File: config.mk
export PLATFORM = sky130hd
export DESIGN_NAME = permutation_segment_crossover
export DESIGN_NICKNAME = d
export VERILOG_FILES = /design/src/design/pcx_pkg.sv /design/src/design/pcx_ctrl.sv /design/src/design/pcx_datapath.sv /design/src/design/permutation_segment_crossover.sv
export SDC_FILE = /design/constraint.sdc
export NUM_CORES = 1
export LEC_CHECK = 0
export BUFFER_PORTS_ARGS = -buffer_cell sky130_fd_sc_hd__clkbuf_2
export CAP_MARGIN = 20
export CELL_PAD_IN_SITES_DETAIL_PLACEMENT = 1
export CELL_PAD_IN_SITES_GLOBAL_PLACEMENT = 1
export CORE_MARGIN = 3
export CORE_UTILIZATION = 40
export CTS_CLUSTER_SIZE = 16
export DETAILED_ROUTE_END_ITERATION = 16
export PLACE_DENSITY_LB_ADDON = 0.1
export SLEW_MARGIN = 20
export SYNTH_ARGS = -nofsm -noshare
export SYNTH_HDL_FRONTEND = slang
export SYNTH_SLANG_ARGS = --single-unit
File: constraint.sdc
create_clock -name aclk -period 6.4 [get_ports aclk]
set_input_delay 1.28 -clock aclk [delete_from_list [all_inputs] [get_ports aclk]]
set_output_delay 1.28 -clock aclk [all_outputs]
set_load 0.02 [all_outputs]
File: src/design/pcx_pkg.sv
// ----------------------------------------------------------------------------
// pcx_pkg
// Shared types, constants and helpers for the permutation segment crossover.
// ----------------------------------------------------------------------------
package pcx_pkg;

    localparam int MAX_CITIES = 32;
    localparam int LEN_CAP    = (MAX_CITIES < 32) ? MAX_CITIES : 32;
    localparam int POS_W      = $clog2(LEN_CAP);
    localparam int CNT_W      = POS_W + 1;
    localparam int CITY_W     = 5;
    localparam int TL_W       = 6;
    localparam int MIN_LEN    = 2;

    localparam logic [TL_W-1:0] TOUR_LENGTH_RESET = TL_W'(32);

    typedef struct packed {
        logic [CITY_W-1:0] parent_one_city;
        logic [CITY_W-1:0] parent_two_city;
        logic [CITY_W-1:0] segment_end_a;
        logic [CITY_W-1:0] segment_end_b;
    } in_item_t;

    typedef struct packed {
        logic [CITY_W-1:0] child_one_city;
        logic [CITY_W-1:0] child_two_city;
        logic              last_position;
    } out_item_t;

    typedef enum logic [1:0] {
        ST_LOAD,
        ST_MARK,
        ST_EMIT
    } state_t;

    typedef struct packed {
        logic load_wr;
        logic mark_step;
        logic emit_step;
    } cmd_t;

    typedef struct packed {
        logic load_last;
        logic mark_last;
        logic emit_last;
        logic out_valid;
    } sts_t;

    typedef struct packed {
        logic             found;
        logic [POS_W-1:0] idx;
    } pick_t;

    // lowest set bit wins
    function automatic pick_t first_free(input logic [LEN_CAP-1:0] mask);
        pick_t r;
        r.found = |mask;
        r.idx   = '0;
        for (int k = LEN_CAP - 1; k >= 0; k--) begin
            if (mask[k]) begin
                r.idx = POS_W'(k);
            end
        end
        return r;
    endfunction

    // tour length saturated into [MIN_LEN, LEN_CAP]
    function automatic logic [CNT_W-1:0] eff_length(input logic [TL_W-1:0] tl);
        logic [CNT_W-1:0] r;
        if (tl > TL_W'(LEN_CAP)) begin
            r = CNT_W'(LEN_CAP);
        end else if (tl < TL_W'(MIN_LEN)) begin
            r = CNT_W'(MIN_LEN);
        end else begin
            r = CNT_W'(tl);
        end
        return r;
    endfunction

endpackage

File: src/design/pcx_ctrl.sv
// ----------------------------------------------------------------------------
// pcx_ctrl
// Sequencer: load parents, mark segment cities, emit the two children.
// ----------------------------------------------------------------------------
module pcx_ctrl (
    input  logic          aclk,
    input  logic          aresetn,
    input  logic          s_valid,
    output logic          s_ready,
    input  logic          m_ready,
    input  pcx_pkg::sts_t sts,
    output pcx_pkg::cmd_t cmd
);
    import pcx_pkg::*;

    state_t state_reg;
    state_t state_next;

    always_ff @(posedge aclk) begin
        if (!aresetn) begin
            state_reg <= ST_LOAD;
        end else begin
            state_reg <= state_next;
        end
    end

    always_comb begin
        state_next = state_reg;
        case (state_reg)
            ST_LOAD: begin
                if (cmd.load_wr && sts.load_last) begin
                    state_next = ST_MARK;
                end
            end
            ST_MARK: begin
                if (sts.mark_last) begin
                    state_next = ST_EMIT;
                end
            end
            ST_EMIT: begin
                if (cmd.emit_step && sts.emit_last) begin
                    state_next = ST_LOAD;
                end
            end
            default: state_next = ST_LOAD;
        endcase
    end

    always_comb begin
        s_ready       = 1'b0;
        cmd.load_wr   = 1'b0;
        cmd.mark_step = 1'b0;
        cmd.emit_step = 1'b0;
        case (state_reg)
            ST_LOAD: begin
                s_ready     = 1'b1;
                cmd.load_wr = s_valid;
            end
            ST_MARK: begin
                cmd.mark_step = 1'b1;
            end
            ST_EMIT: begin
                // output register free or being drained this cycle
                cmd.emit_step = !sts.out_valid || m_ready;
            end
            default: begin
                s_ready = 1'b0;
            end
        endcase
    end

endmodule

File: src/design/pcx_datapath.sv
// ----------------------------------------------------------------------------
// pcx_datapath
// Parent stores, skip marks, source scan pointers and the result register.
// ----------------------------------------------------------------------------
module pcx_datapath (
    input  logic                        aclk,
    input  logic                        aresetn,
    input  logic                        cfg_wr_en,
    input  logic [pcx_pkg::TL_W-1:0]    cfg_wr_data,
    input  pcx_pkg::in_item_t           s_data,
    input  pcx_pkg::cmd_t               cmd,
    output pcx_pkg::sts_t               sts,
    input  logic                        m_ready,
    output logic                        m_valid,
    output pcx_pkg::out_item_t          m_data
);
    import pcx_pkg::*;

    logic [TL_W-1:0]    tour_length_reg;
    logic [CNT_W-1:0]   load_count_reg;
    logic [CNT_W-1:0]   load_count_next;
    logic [CITY_W-1:0]  p1_reg [LEN_CAP];
    logic [CITY_W-1:0]  p2_reg [LEN_CAP];
    logic [POS_W-1:0]   seg_lo_reg, seg_lo_next;
    logic [POS_W-1:0]   seg_hi_reg, seg_hi_next;
    logic [POS_W-1:0]   mark_idx_reg, mark_idx_next;
    logic [LEN_CAP-1:0] skip1_reg, skip1_next;
    logic [LEN_CAP-1:0] skip2_reg, skip2_next;
    logic [POS_W-1:0]   pos_reg, pos_next;
    logic [CNT_W-1:0]   src1_reg, src1_next;
    logic [CNT_W-1:0]   src2_reg, src2_next;
    logic               out_valid_reg, out_valid_next;
    out_item_t          out_data_reg, out_data_next;

    logic [CNT_W-1:0]   len;
    logic [POS_W-1:0]   len_m1;
    logic [POS_W-1:0]   wr_idx;
    logic [CNT_W-1:0]   wr_idx_inc;
    logic [POS_W-1:0]   end_a, end_b;
    logic [LEN_CAP-1:0] free1, free2;
    pick_t              pick1, pick2;
    logic               in_seg;
    logic [POS_W-1:0]   rd1_addr, rd2_addr;
    logic [CITY_W-1:0]  rd1, rd2;

    assign len    = eff_length(tour_length_reg);
    assign len_m1 = POS_W'(len - CNT_W'(1));

    // restart the load if the length shrank below the fill point
    assign wr_idx     = (load_count_reg >= len) ? '0 : load_count_reg[POS_W-1:0];
    assign wr_idx_inc = CNT_W'(wr_idx) + CNT_W'(1);

    assign end_a = ({1'b0, s_data.segment_end_a} > TL_W'(len_m1))
                 ? len_m1 : POS_W'(s_data.segment_end_a);
    assign end_b = ({1'b0, s_data.segment_end_b} > TL_W'(len_m1))
                 ? len_m1 : POS_W'(s_data.segment_end_b);

    // unmarked source positions at or above the scan pointer and inside the tour
    always_comb begin
        for (int k = 0; k < LEN_CAP; k++) begin
            free1[k] = !skip1_reg[k] && (CNT_W'(k) >= src1_reg) && (CNT_W'(k) < len);
            free2[k] = !skip2_reg[k] && (CNT_W'(k) >= src2_reg) && (CNT_W'(k) < len);
        end
    end

    assign pick1  = first_free(free1);
    assign pick2  = first_free(free2);
    assign in_seg = (pos_reg >= seg_lo_reg) && (pos_reg <= seg_hi_reg);

    // one read address per store
    assign rd1_addr = cmd.mark_step ? mark_idx_reg : (in_seg ? pos_reg : pick1.idx);
    assign rd2_addr = cmd.mark_step ? mark_idx_reg : (in_seg ? pos_reg : pick2.idx);
    assign rd1      = p1_reg[rd1_addr];
    assign rd2      = p2_reg[rd2_addr];

    assign sts.load_last = (wr_idx_inc == len);
    assign sts.mark_last = (mark_idx_reg == seg_hi_reg);
    assign sts.emit_last = (pos_reg == len_m1);
    assign sts.out_valid = out_valid_reg;

    always_comb begin
        load_count_next = load_count_reg;
        seg_lo_next     = seg_lo_reg;
        seg_hi_next     = seg_hi_reg;
        mark_idx_next   = mark_idx_reg;
        skip1_next      = skip1_reg;
        skip2_next      = skip2_reg;
        pos_next        = pos_reg;
        src1_next       = src1_reg;
        src2_next       = src2_reg;
        out_data_next   = out_data_reg;

        if (cmd.load_wr) begin
            load_count_next = sts.load_last ? '0 : wr_idx_inc;
            if (sts.load_last) begin
                seg_lo_next   = (end_a < end_b) ? end_a : end_b;
                seg_hi_next   = (end_a < end_b) ? end_b : end_a;
                mark_idx_next = (end_a < end_b) ? end_a : end_b;
                skip1_next    = '0;
                skip2_next    = '0;
            end
        end

        if (cmd.mark_step) begin
            for (int j = 0; j < LEN_CAP; j++) begin
                skip1_next[j] = skip1_reg[j] || (p1_reg[j] == rd2);
                skip2_next[j] = skip2_reg[j] || (p2_reg[j] == rd1);
            end
            mark_idx_next = mark_idx_reg + POS_W'(1);
            if (sts.mark_last) begin
                pos_next  = '0;
                src1_next = '0;
                src2_next = '0;
            end
        end

        if (cmd.emit_step) begin
            out_data_next.last_position = sts.emit_last;
            if (in_seg) begin
                out_data_next.child_one_city = rd2;
                out_data_next.child_two_city = rd1;
            end else begin
                // exhausted source fills with city 0
                out_data_next.child_one_city = pick1.found ? rd1 : '0;
                out_data_next.child_two_city = pick2.found ? rd2 : '0;
                if (pick1.found) begin
                    src1_next = CNT_W'(pick1.idx) + CNT_W'(1);
                end
                if (pick2.found) begin
                    src2_next = CNT_W'(pick2.idx) + CNT_W'(1);
                end
            end
            pos_next = pos_reg + POS_W'(1);
        end
    end

    always_comb begin
        if (cmd.emit_step) begin
            out_valid_next = 1'b1;
        end else if (m_ready) begin
            out_valid_next = 1'b0;
        end else begin
            out_valid_next = out_valid_reg;
        end
    end

    always_ff @(posedge aclk) begin
        if (!aresetn) begin
            tour_length_reg <= TOUR_LENGTH_RESET;
            load_count_reg  <= '0;
            skip1_reg       <= '0;
            skip2_reg       <= '0;
            out_valid_reg   <= 1'b0;
        end else begin
            if (cfg_wr_en) begin
                tour_length_reg <= cfg_wr_data;
            end
            load_count_reg <= load_count_next;
            skip1_reg      <= skip1_next;
            skip2_reg      <= skip2_next;
            out_valid_reg  <= out_valid_next;
        end
    end

    always_ff @(posedge aclk) begin
        seg_lo_reg   <= seg_lo_next;
        seg_hi_reg   <= seg_hi_next;
        mark_idx_reg <= mark_idx_next;
        pos_reg      <= pos_next;
        src1_reg     <= src1_next;
        src2_reg     <= src2_next;
        out_data_reg <= out_data_next;
        if (cmd.load_wr) begin
            p1_reg[wr_idx] <= s_data.parent_one_city;
            p2_reg[wr_idx] <= s_data.parent_two_city;
        end
    end

    assign m_valid = out_valid_reg;
    assign m_data  = out_data_reg;

endmodule

File: src/design/permutation_segment_crossover.sv
// ----------------------------------------------------------------------------
// permutation_segment_crossover
// Segment crossover of two tour permutations, one position pair per transaction.
// ----------------------------------------------------------------------------
// Timing: each input transaction loads one position of both parents. The
// transaction that completes the tour starts a marking pass over positions
// lo to hi, one segment position per cycle through one compare row per
// parent store against all stored cities, then emission of one result per
// cycle (stalled only by m_ready). s_ready is low during marking and
// emission; the last result may still sit in the output register while the
// next load begins. No clearing pass is needed after reset.
module permutation_segment_crossover (
    input  logic                     aclk,
    input  logic                     aresetn,
    input  logic                     cfg_wr_en,
    input  logic [pcx_pkg::TL_W-1:0] cfg_wr_data,
    input  logic                     s_valid,
    output logic                     s_ready,
    input  pcx_pkg::in_item_t        s_data,
    output logic                     m_valid,
    input  logic                     m_ready,
    output pcx_pkg::out_item_t       m_data
);
    import pcx_pkg::*;

    cmd_t cmd;
    sts_t sts;

    pcx_ctrl u_ctrl (
        .aclk    (aclk),
        .aresetn (aresetn),
        .s_valid (s_valid),
        .s_ready (s_ready),
        .m_ready (m_ready),
        .sts     (sts),
        .cmd     (cmd)
    );

    pcx_datapath u_datapath (
        .aclk        (aclk),
        .aresetn     (aresetn),
        .cfg_wr_en   (cfg_wr_en),
        .cfg_wr_data (cfg_wr_data),
        .s_data      (s_data),
        .cmd         (cmd),
        .sts         (sts),
        .m_ready     (m_ready),
        .m_valid     (m_valid),
        .m_data      (m_data)
    );

    a_one_phase: assert property (@(posedge aclk) disable iff (!aresetn)
        !(cmd.load_wr && cmd.mark_step) && !(cmd.load_wr && cmd.emit_step))
        else $error("load overlaps mark or emit");

    a_no_overwrite: assert property (@(posedge aclk) disable iff (!aresetn)
        cmd.emit_step |-> (!m_valid || m_ready))
        else $error("result register overwritten while held");

    a_load_closes: assert property (@(posedge aclk) disable iff (!aresetn)
        (cmd.load_wr && sts.load_last) |=> !s_ready)
        else $error("input still open after tour completed");

    a_emit_reopens: assert property (@(posedge aclk) disable iff (!aresetn)
        (cmd.emit_step && sts.emit_last) |=> (s_ready && m_valid && m_data.last_position))
        else $error("final result or reopen missing");

endmodule

# [Word level (Yosys, flattened, before mapping)]
# Memory sizes are Yosys's and may differ from the RTL's.
# Index checks and enable logic that the tools add are counted.
[word_totals] ff_bits=122 mem_bits_rw=320 inputBits=31 output_inout_bits=13 elab_cells=583 n_memories=2
[op_classes] n_addsub=6 order_cmp=104 n_eq_ne=72 mux=111 reduce_logical=273
[memory_table] memory="u_datapath.p1_reg" words=32 word_bits=5 read_ports=33 rd_clocked_by_memory_dff=0 wr=1 line="pcx_datapath.sv:22" text="logic [CITY_W-1:0] p1_reg [LEN_CAP];"
[memory_table] memory="u_datapath.p2_reg" words=32 word_bits=5 read_ports=33 rd_clocked_by_memory_dff=0 wr=1 line="pcx_datapath.sv:23" text="logic [CITY_W-1:0] p2_reg [LEN_CAP];"
[op_table] op="2-to-1 mux 5 bit" count=81
[op_table] op="equality test 5 bit" count=66
[op_table] op=">= comparator 5 x 6 -> 1 bit (first input constant)" count=32
[op_table] op="logical AND 1 bit" count=131
[op_table] op="2-to-1 mux 32 bit" count=4
[op_table] op=">= comparator 4 x 6 -> 1 bit (first input constant)" count=16
[op_table] op="less-than comparator 5 x 6 -> 1 bit (first input constant)" count=16
[op_table] op="2-to-1 mux 6 bit" count=13
[op_table] op="zero test 1 bit" count=65
[op_table] op="logical OR 1 bit" count=65
[op_table] op="OR reduction 32 bit" count=2
[op_table] op=">= comparator 3 x 6 -> 1 bit (first input constant)" count=8
[op_table] op="less-than comparator 4 x 6 -> 1 bit (first input constant)" count=8
[op_table] op=">= comparator 1 x 6 -> 1 bit (first input constant)" count=4
[op_table] op=">= comparator 2 x 6 -> 1 bit (first input constant)" count=4
[op_table] op="less-than comparator 3 x 6 -> 1 bit (first input constant)" count=4
[op_table] op="adder 5 x 1 -> 6 bit (second input constant)" count=3
[op_table] op="less-than comparator 1 x 6 -> 1 bit (first input constant)" count=2
[op_table] op="less-than comparator 2 x 6 -> 1 bit (first input constant)" count=2
[op_table] op="adder 5 x 1 -> 5 bit (second input constant)" count=2
[op_table] op="> comparator 5 bit" count=2
[op_table] op="2-to-1 mux 10 bit" count=1
[op_table] op="nonzero test 2 bit" count=5
[op_table] op="2-to-1 mux 1 bit" count=8
[op_table] op="other kinds (17)" count=22

# [Logic depth before layout (Yosys ltp)]
# An unclocked memory read counts as a cell.
[logic_depth] depth_word=43 mapped_depth=29 ltp_nobuf=24

# [Cells and area by module]
# A second synthesis with hierarchy kept.
[hier_totals] cells_unflattened=2358 hier_area_um2=26033.7
[modules_own_cells] mod="pcx_datapath" n_inst=1 cells_per_inst=2345 area_per_inst_um2=25904.8 seq_area_each_um2=12321.8
[modules_own_cells] mod="pcx_ctrl" n_inst=1 cells_per_inst=13 area_per_inst_um2=128.9 seq_area_each_um2=40.0

# [Worst setup path after synthesis]
# Ideal clock, no wire load.
[synth_timing] kind="register -> register" start="register u_datapath.tour_length_reg[2]" end="register u_datapath.seg_hi_reg[0], enable pin" setup_ns=0.378 arrival_ns=5.583 required_ns=6.022 setup_slack_ns=0.440 stages_incl_launch_ff=25 n_path_buf=4 period_less_slack_ns=5.960 path_cell_list="dfxtp_1 buf_4 buf_2 or4_1 nand3_1 inv_1 ha_1 nand2b_1 a21o_1 a21oi_1 nor2b_1 o21ai_0 nand2b_1 a21oi_1 clkbuf_1 nand2_1 inv_1 ha_1 xnor2_1 or4b_2 o31ai_1 a32oi_1 or4_1 clkbuf_1 nor2_1"
[synth_between] elab_chain_len=8 word_cells_on_any_way=9 cone_classes="add/sub: 1; order compare: 3; eq/ne: 1; mux: 3; reduce/logical: 1"
[synth_lines] item="from (decl)" line="pcx_datapath.sv:19" text="logic [TL_W-1:0] tour_length_reg;"
[synth_lines] item="from (signal assigned)" line="pcx_datapath.sv:156" text="tour_length_reg <= cfg_wr_data;"
[synth_lines] item="less-than comparator 6 x 2 -> 1 bit" line="pcx_pkg.sv:72" text="end else if (tl < TL_W'(MIN_LEN)) begin"
[synth_lines] item="2-to-1 mux 6 bit" line="pcx_pkg.sv:72"
[synth_lines] item="2-to-1 mux 6 bit *" line="pcx_pkg.sv:70" text="if (tl > TL_W'(LEN_CAP)) begin"
[synth_lines] item=">= comparator 6 bit" line="pcx_datapath.sv:50" text="assign wr_idx = (load_count_reg >= len) ? '0 : load_count_reg[POS_W-1:0];"
[synth_lines] item="2-to-1 mux 5 bit" line="pcx_datapath.sv:50"
[synth_lines] item="adder 5 x 1 -> 6 bit" line="pcx_datapath.sv:51" text="assign wr_idx_inc = CNT_W'(wr_idx) + CNT_W'(1);"
[synth_lines] item="equality test 6 bit *" line="pcx_datapath.sv:76" text="assign sts.load_last = (wr_idx_inc == len);"
[synth_lines] item="AND reduction 2 bit (no source line) *"
[synth_lines] item="to (signal assigned)" line="pcx_datapath.sv:167" text="seg_hi_reg <= seg_hi_next;"
[synth_lines] item="to (decl)" line="pcx_datapath.sv:25" text="logic [POS_W-1:0] seg_hi_reg, seg_hi_next;"
# Every way passes the cells marked *; elsewhere a longest branch is shown, timed or not.
# A chain may end at the register's enable or synchronous reset.

# [Worst setup path in the final report]
[layout_timing] start="register u_datapath.tour_length_reg[2]" end="register u_datapath.skip2_reg[26]"
[layout_between] elab_chain_len=43 word_cells_on_any_way=112 cone_classes="add/sub: 1; order compare: 35; eq/ne: 2; mux: 38; reduce/logical: 35; memory: 1"
[layout_lines] item="less-than comparator 6 x 2 -> 1 bit" line="pcx_pkg.sv:72"
[layout_lines] item="2-to-1 mux 6 bit" line="pcx_pkg.sv:72"
[layout_lines] item="2-to-1 mux 6 bit *" line="pcx_pkg.sv:70"
[layout_lines] item="less-than comparator 5 x 6 -> 1 bit" line="pcx_datapath.sv:61" text="free1[k] = !skip1_reg[k] && (CNT_W'(k) >= src1_reg) && (CNT_W'(k) < len);"
[layout_lines] item="logical AND 1 bit" line="pcx_datapath.sv:61"
[layout_lines] item="2-to-1 mux 5 bit (32 in series)" line="pcx_pkg.sv:60" text="if (mask[k]) begin"
[layout_lines] item="2-to-1 mux 5 bit (2 in series)" line="pcx_datapath.sv:71" text="assign rd1_addr = cmd.mark_step ? mark_idx_reg : (in_seg ? pos_reg : pick1.idx);"
[layout_lines] item="memory read (32 x 5 bit)"
[layout_lines] item="equality test 5 bit" line="pcx_datapath.sv:107" text="skip2_next[j] = skip2_reg[j] || (p2_reg[j] == rd1);"
[layout_lines] item="logical OR 1 bit" line="pcx_datapath.sv:107"
[layout_lines] item="2-to-1 mux 32 bit" line="pcx_datapath.sv:104" text="if (cmd.mark_step) begin"
[layout_lines] item="to (signal assigned)" line="pcx_datapath.sv:160" text="skip2_reg <= skip2_next;"
[layout_lines] item="to (decl)" line="pcx_datapath.sv:28" text="logic [LEN_CAP-1:0] skip2_reg, skip2_next;"
# Marked as above.

==> impl_metrics.yaml <==
sta:
  clock_skew_ps: 39.52
  relSlewSlack_pct: 31.22
  fmax_ghz: 0.1598
  fin_ws_ps: 142.1
  setup_violations: 0
  hold_violations: 0
  slew_viol_final: 0
  min_period_ps: 6258
  final_min_period_over_clock_period_pct: 97.78
  tns_ps: 0
  tightest_slew_ps: 1028
synthesis:
  ys_seq_area_share_pct: 48.01
  synth-main-ff-cell: "edfxtp_1"
  synth_nets: 2373
  synth.avg_cell_area_um2: 11.19
  synth_top_area_share_pct: 40.93
  ys_top_cells_by_area: "edfxtp_1 (41%), xnor2_1 (8.1%), dfxtp_1 (7.1%)"
  synthCells: 2301
  synth_edf_count: 351
  yosys.area.top_type: "edfxtp_1"
  async_flop_share_pct: 0
  synth-seq-cells: 442
  synth_cell_type_count: 104
  yosysWarnings: 0
  syn_area_mm2: 0.02575
global_routing:
  grt_max_degree: 65
  grt.overflow.total: 0
  antenna_found_initial: 1
  grt_pass1_wl_um: 142600
  grt_pass1_vias: 20060
  grt_usage_pct: 28.91
finish:
  layout_commonest_cell: "edfxtp_1"
  final.fill_count: 6740
  layout-drive-gt1-share_pct: 13.24
  fin_nets: 2424
  final_area_mm2: 0.02896
  area_growth_pct: 12.48
  stdcell_count: 3241
  final_cell_mix: "edfxtp_1 (351), xnor2_1 (237), mux2i_1 (169), nor2_1 (158), nand2_1 (149)"
place:
  dp_slack_ps: 101.7
  placed_area_mm2: 0.02714
  dp_hpwl_um: 70430
  gp_congestion: 0.9413
  dp_cells: 3145
  numPortBuffers: 43
routing:
  vias: 19730
  met2_length_um: 45470
  top_layer: "met4"
  drt-initial-drc-count: 1796
  postRouteAntennaNets: 0
  wl_met3_um: 6052
  drcViolationCount: 0
  drt_wl_total_um: 98780
  wl_met1_um: 43810
  wl_per_cell_um: 30.48
  first_pass_iters: 5
  viasPerCell: 6.089
critical_path:
  cp-start-kind: "register"
  ff2ff_path_depth: 22
  required_ps: 6930
  cp.arrival_ps: 6790
  critPathKind: "reg -> reg"
  worstSetupEndpointType: "register"
  path_max_fanout: 56
floorplan:
  initial_core_util_pct: 40.60
  die_w_um: 259.7
  num_rows: 92
  core_area_mm2: 0.06343
  dieHeight_um: 259.7
  die_area_mm2: 0.06745
  io_pins: 44
clocking:
  ctsHoldBuffers: 0
  numClockSinks: 442
  post_cts_buffers: 0
  cts_buffer_depth: 3
  ctsHtreeMaxLevel: 2
  root_buffer: "clkbuf_16"
  worst_skew_pair.late_latency_ps: 620
  clkTransAtPathRegs_ps: 70
  post_cts_resized: 0
  cts_buffers: 51
  cts_tree: "done"
job:
  maxCapViolations: 0
run_status:
  status: "finished clean"
min_path:
  hold_depth: 1
  min_path_type: "reg -> reg"
power_and_ir_drop:
  p_leak_nw: 10.40
  power.density_mw_per_mm2: 344.7
  vdd_ir_drop_max_mv: 0.2384
==> kinds of logic after synthesis <==
family / synth area share, %
simple gates: 11.94
buf+inv: 3.941
xor+xnor: 11.94
compound gates: 14.24
mux: 7.940
flops: 48.01
fa+ha+maj: 1.992
==> worst max-delay path, stage by stage (launching register included) <==
cell and delay [ps]:
dfxtp_1 360, nor3_1 200, nor2_1 60, nor2_1 130, inv_1 150, ha_1 330, nor4b_1 180, buf_4 160
a2111oi_1 750, nand3b_1 140, a21oi_1 190, nor4_1 90, and4_1 420, nor2_4 200, buf_12 350, mux2i_1 390
mux2i_1 130, o21ai_0 390, and4_2 570, buf_12 240, xnor2_1 80, nor3_1 300, a32o_1 220
==> metrics by stage <==
step | hold WS, ps | power [mW] | utilization, %
floorplan | 416.1 | 5.793 | -
global placement | 460.9 | 6.808 | 42.79
detailed placement | 474.5 | 6.868 | 42.79
CTS | 488.3 | 10.01 | 45.59
global route | 517.0 | 10.40 | 45.66
finish | 479.6 | 9.982 | 45.66
==> cells in the mapped netlist, drive strengths merged (54+ instances only) <==
library cell and count:
a32o 54, buf 99, dfxtp 91, edfxtp 351, mux2i 169, nand2 149, nand3 62, nor2 170
nor3 76, o21ai 97, xnor2 237, xor2 114
==> final timing paths <==
kind / endpoint / startpoint / slack (ps)
worst max-delay path: u_datapath.skip2_reg[26] / u_datapath.tour_length_reg[2] / 140
worst min-delay path: u_datapath.skip2_reg[30] / u_datapath.skip2_reg[30] / 480
worst max register to register: u_datapath.skip2_reg[26] / u_datapath.tour_length_reg[2] / 140
worst min register to register: u_datapath.skip2_reg[30] / u_datapath.skip2_reg[30] / 480
==> power by group <==
part	internal (mW)	leakage, nW	total [mW]	switching, mW
clock	1.86	0.862	3.12	1.26
combinational	1.40	5.64	3.70	2.31
sequential	3.13	3.90	3.16	0.0236
total	6.39	10.4	9.98	3.59
==> cell type report <==
class	instances	area (um2)	area share (%)
repair buffers	143	1132	3.910
multi-input cells	1677	12490	43.13
inverters	37	138.9	0.4795
clock inverters	30	386.6	1.335
clock buffers	65	1390	4.800
diodes	1	2.502	0.008640
flip-flops and latches	442	12360	42.68
well taps	846	1059	3.655
==> layer usage <==
metal  up-vias  GRT usage (%)
met5         -              0
met2       723          46.72
met3       152          3.574
li1       8719              -
met4         0          9.654
met1     10140          40.28
Power figures use the tool's default switching activity.
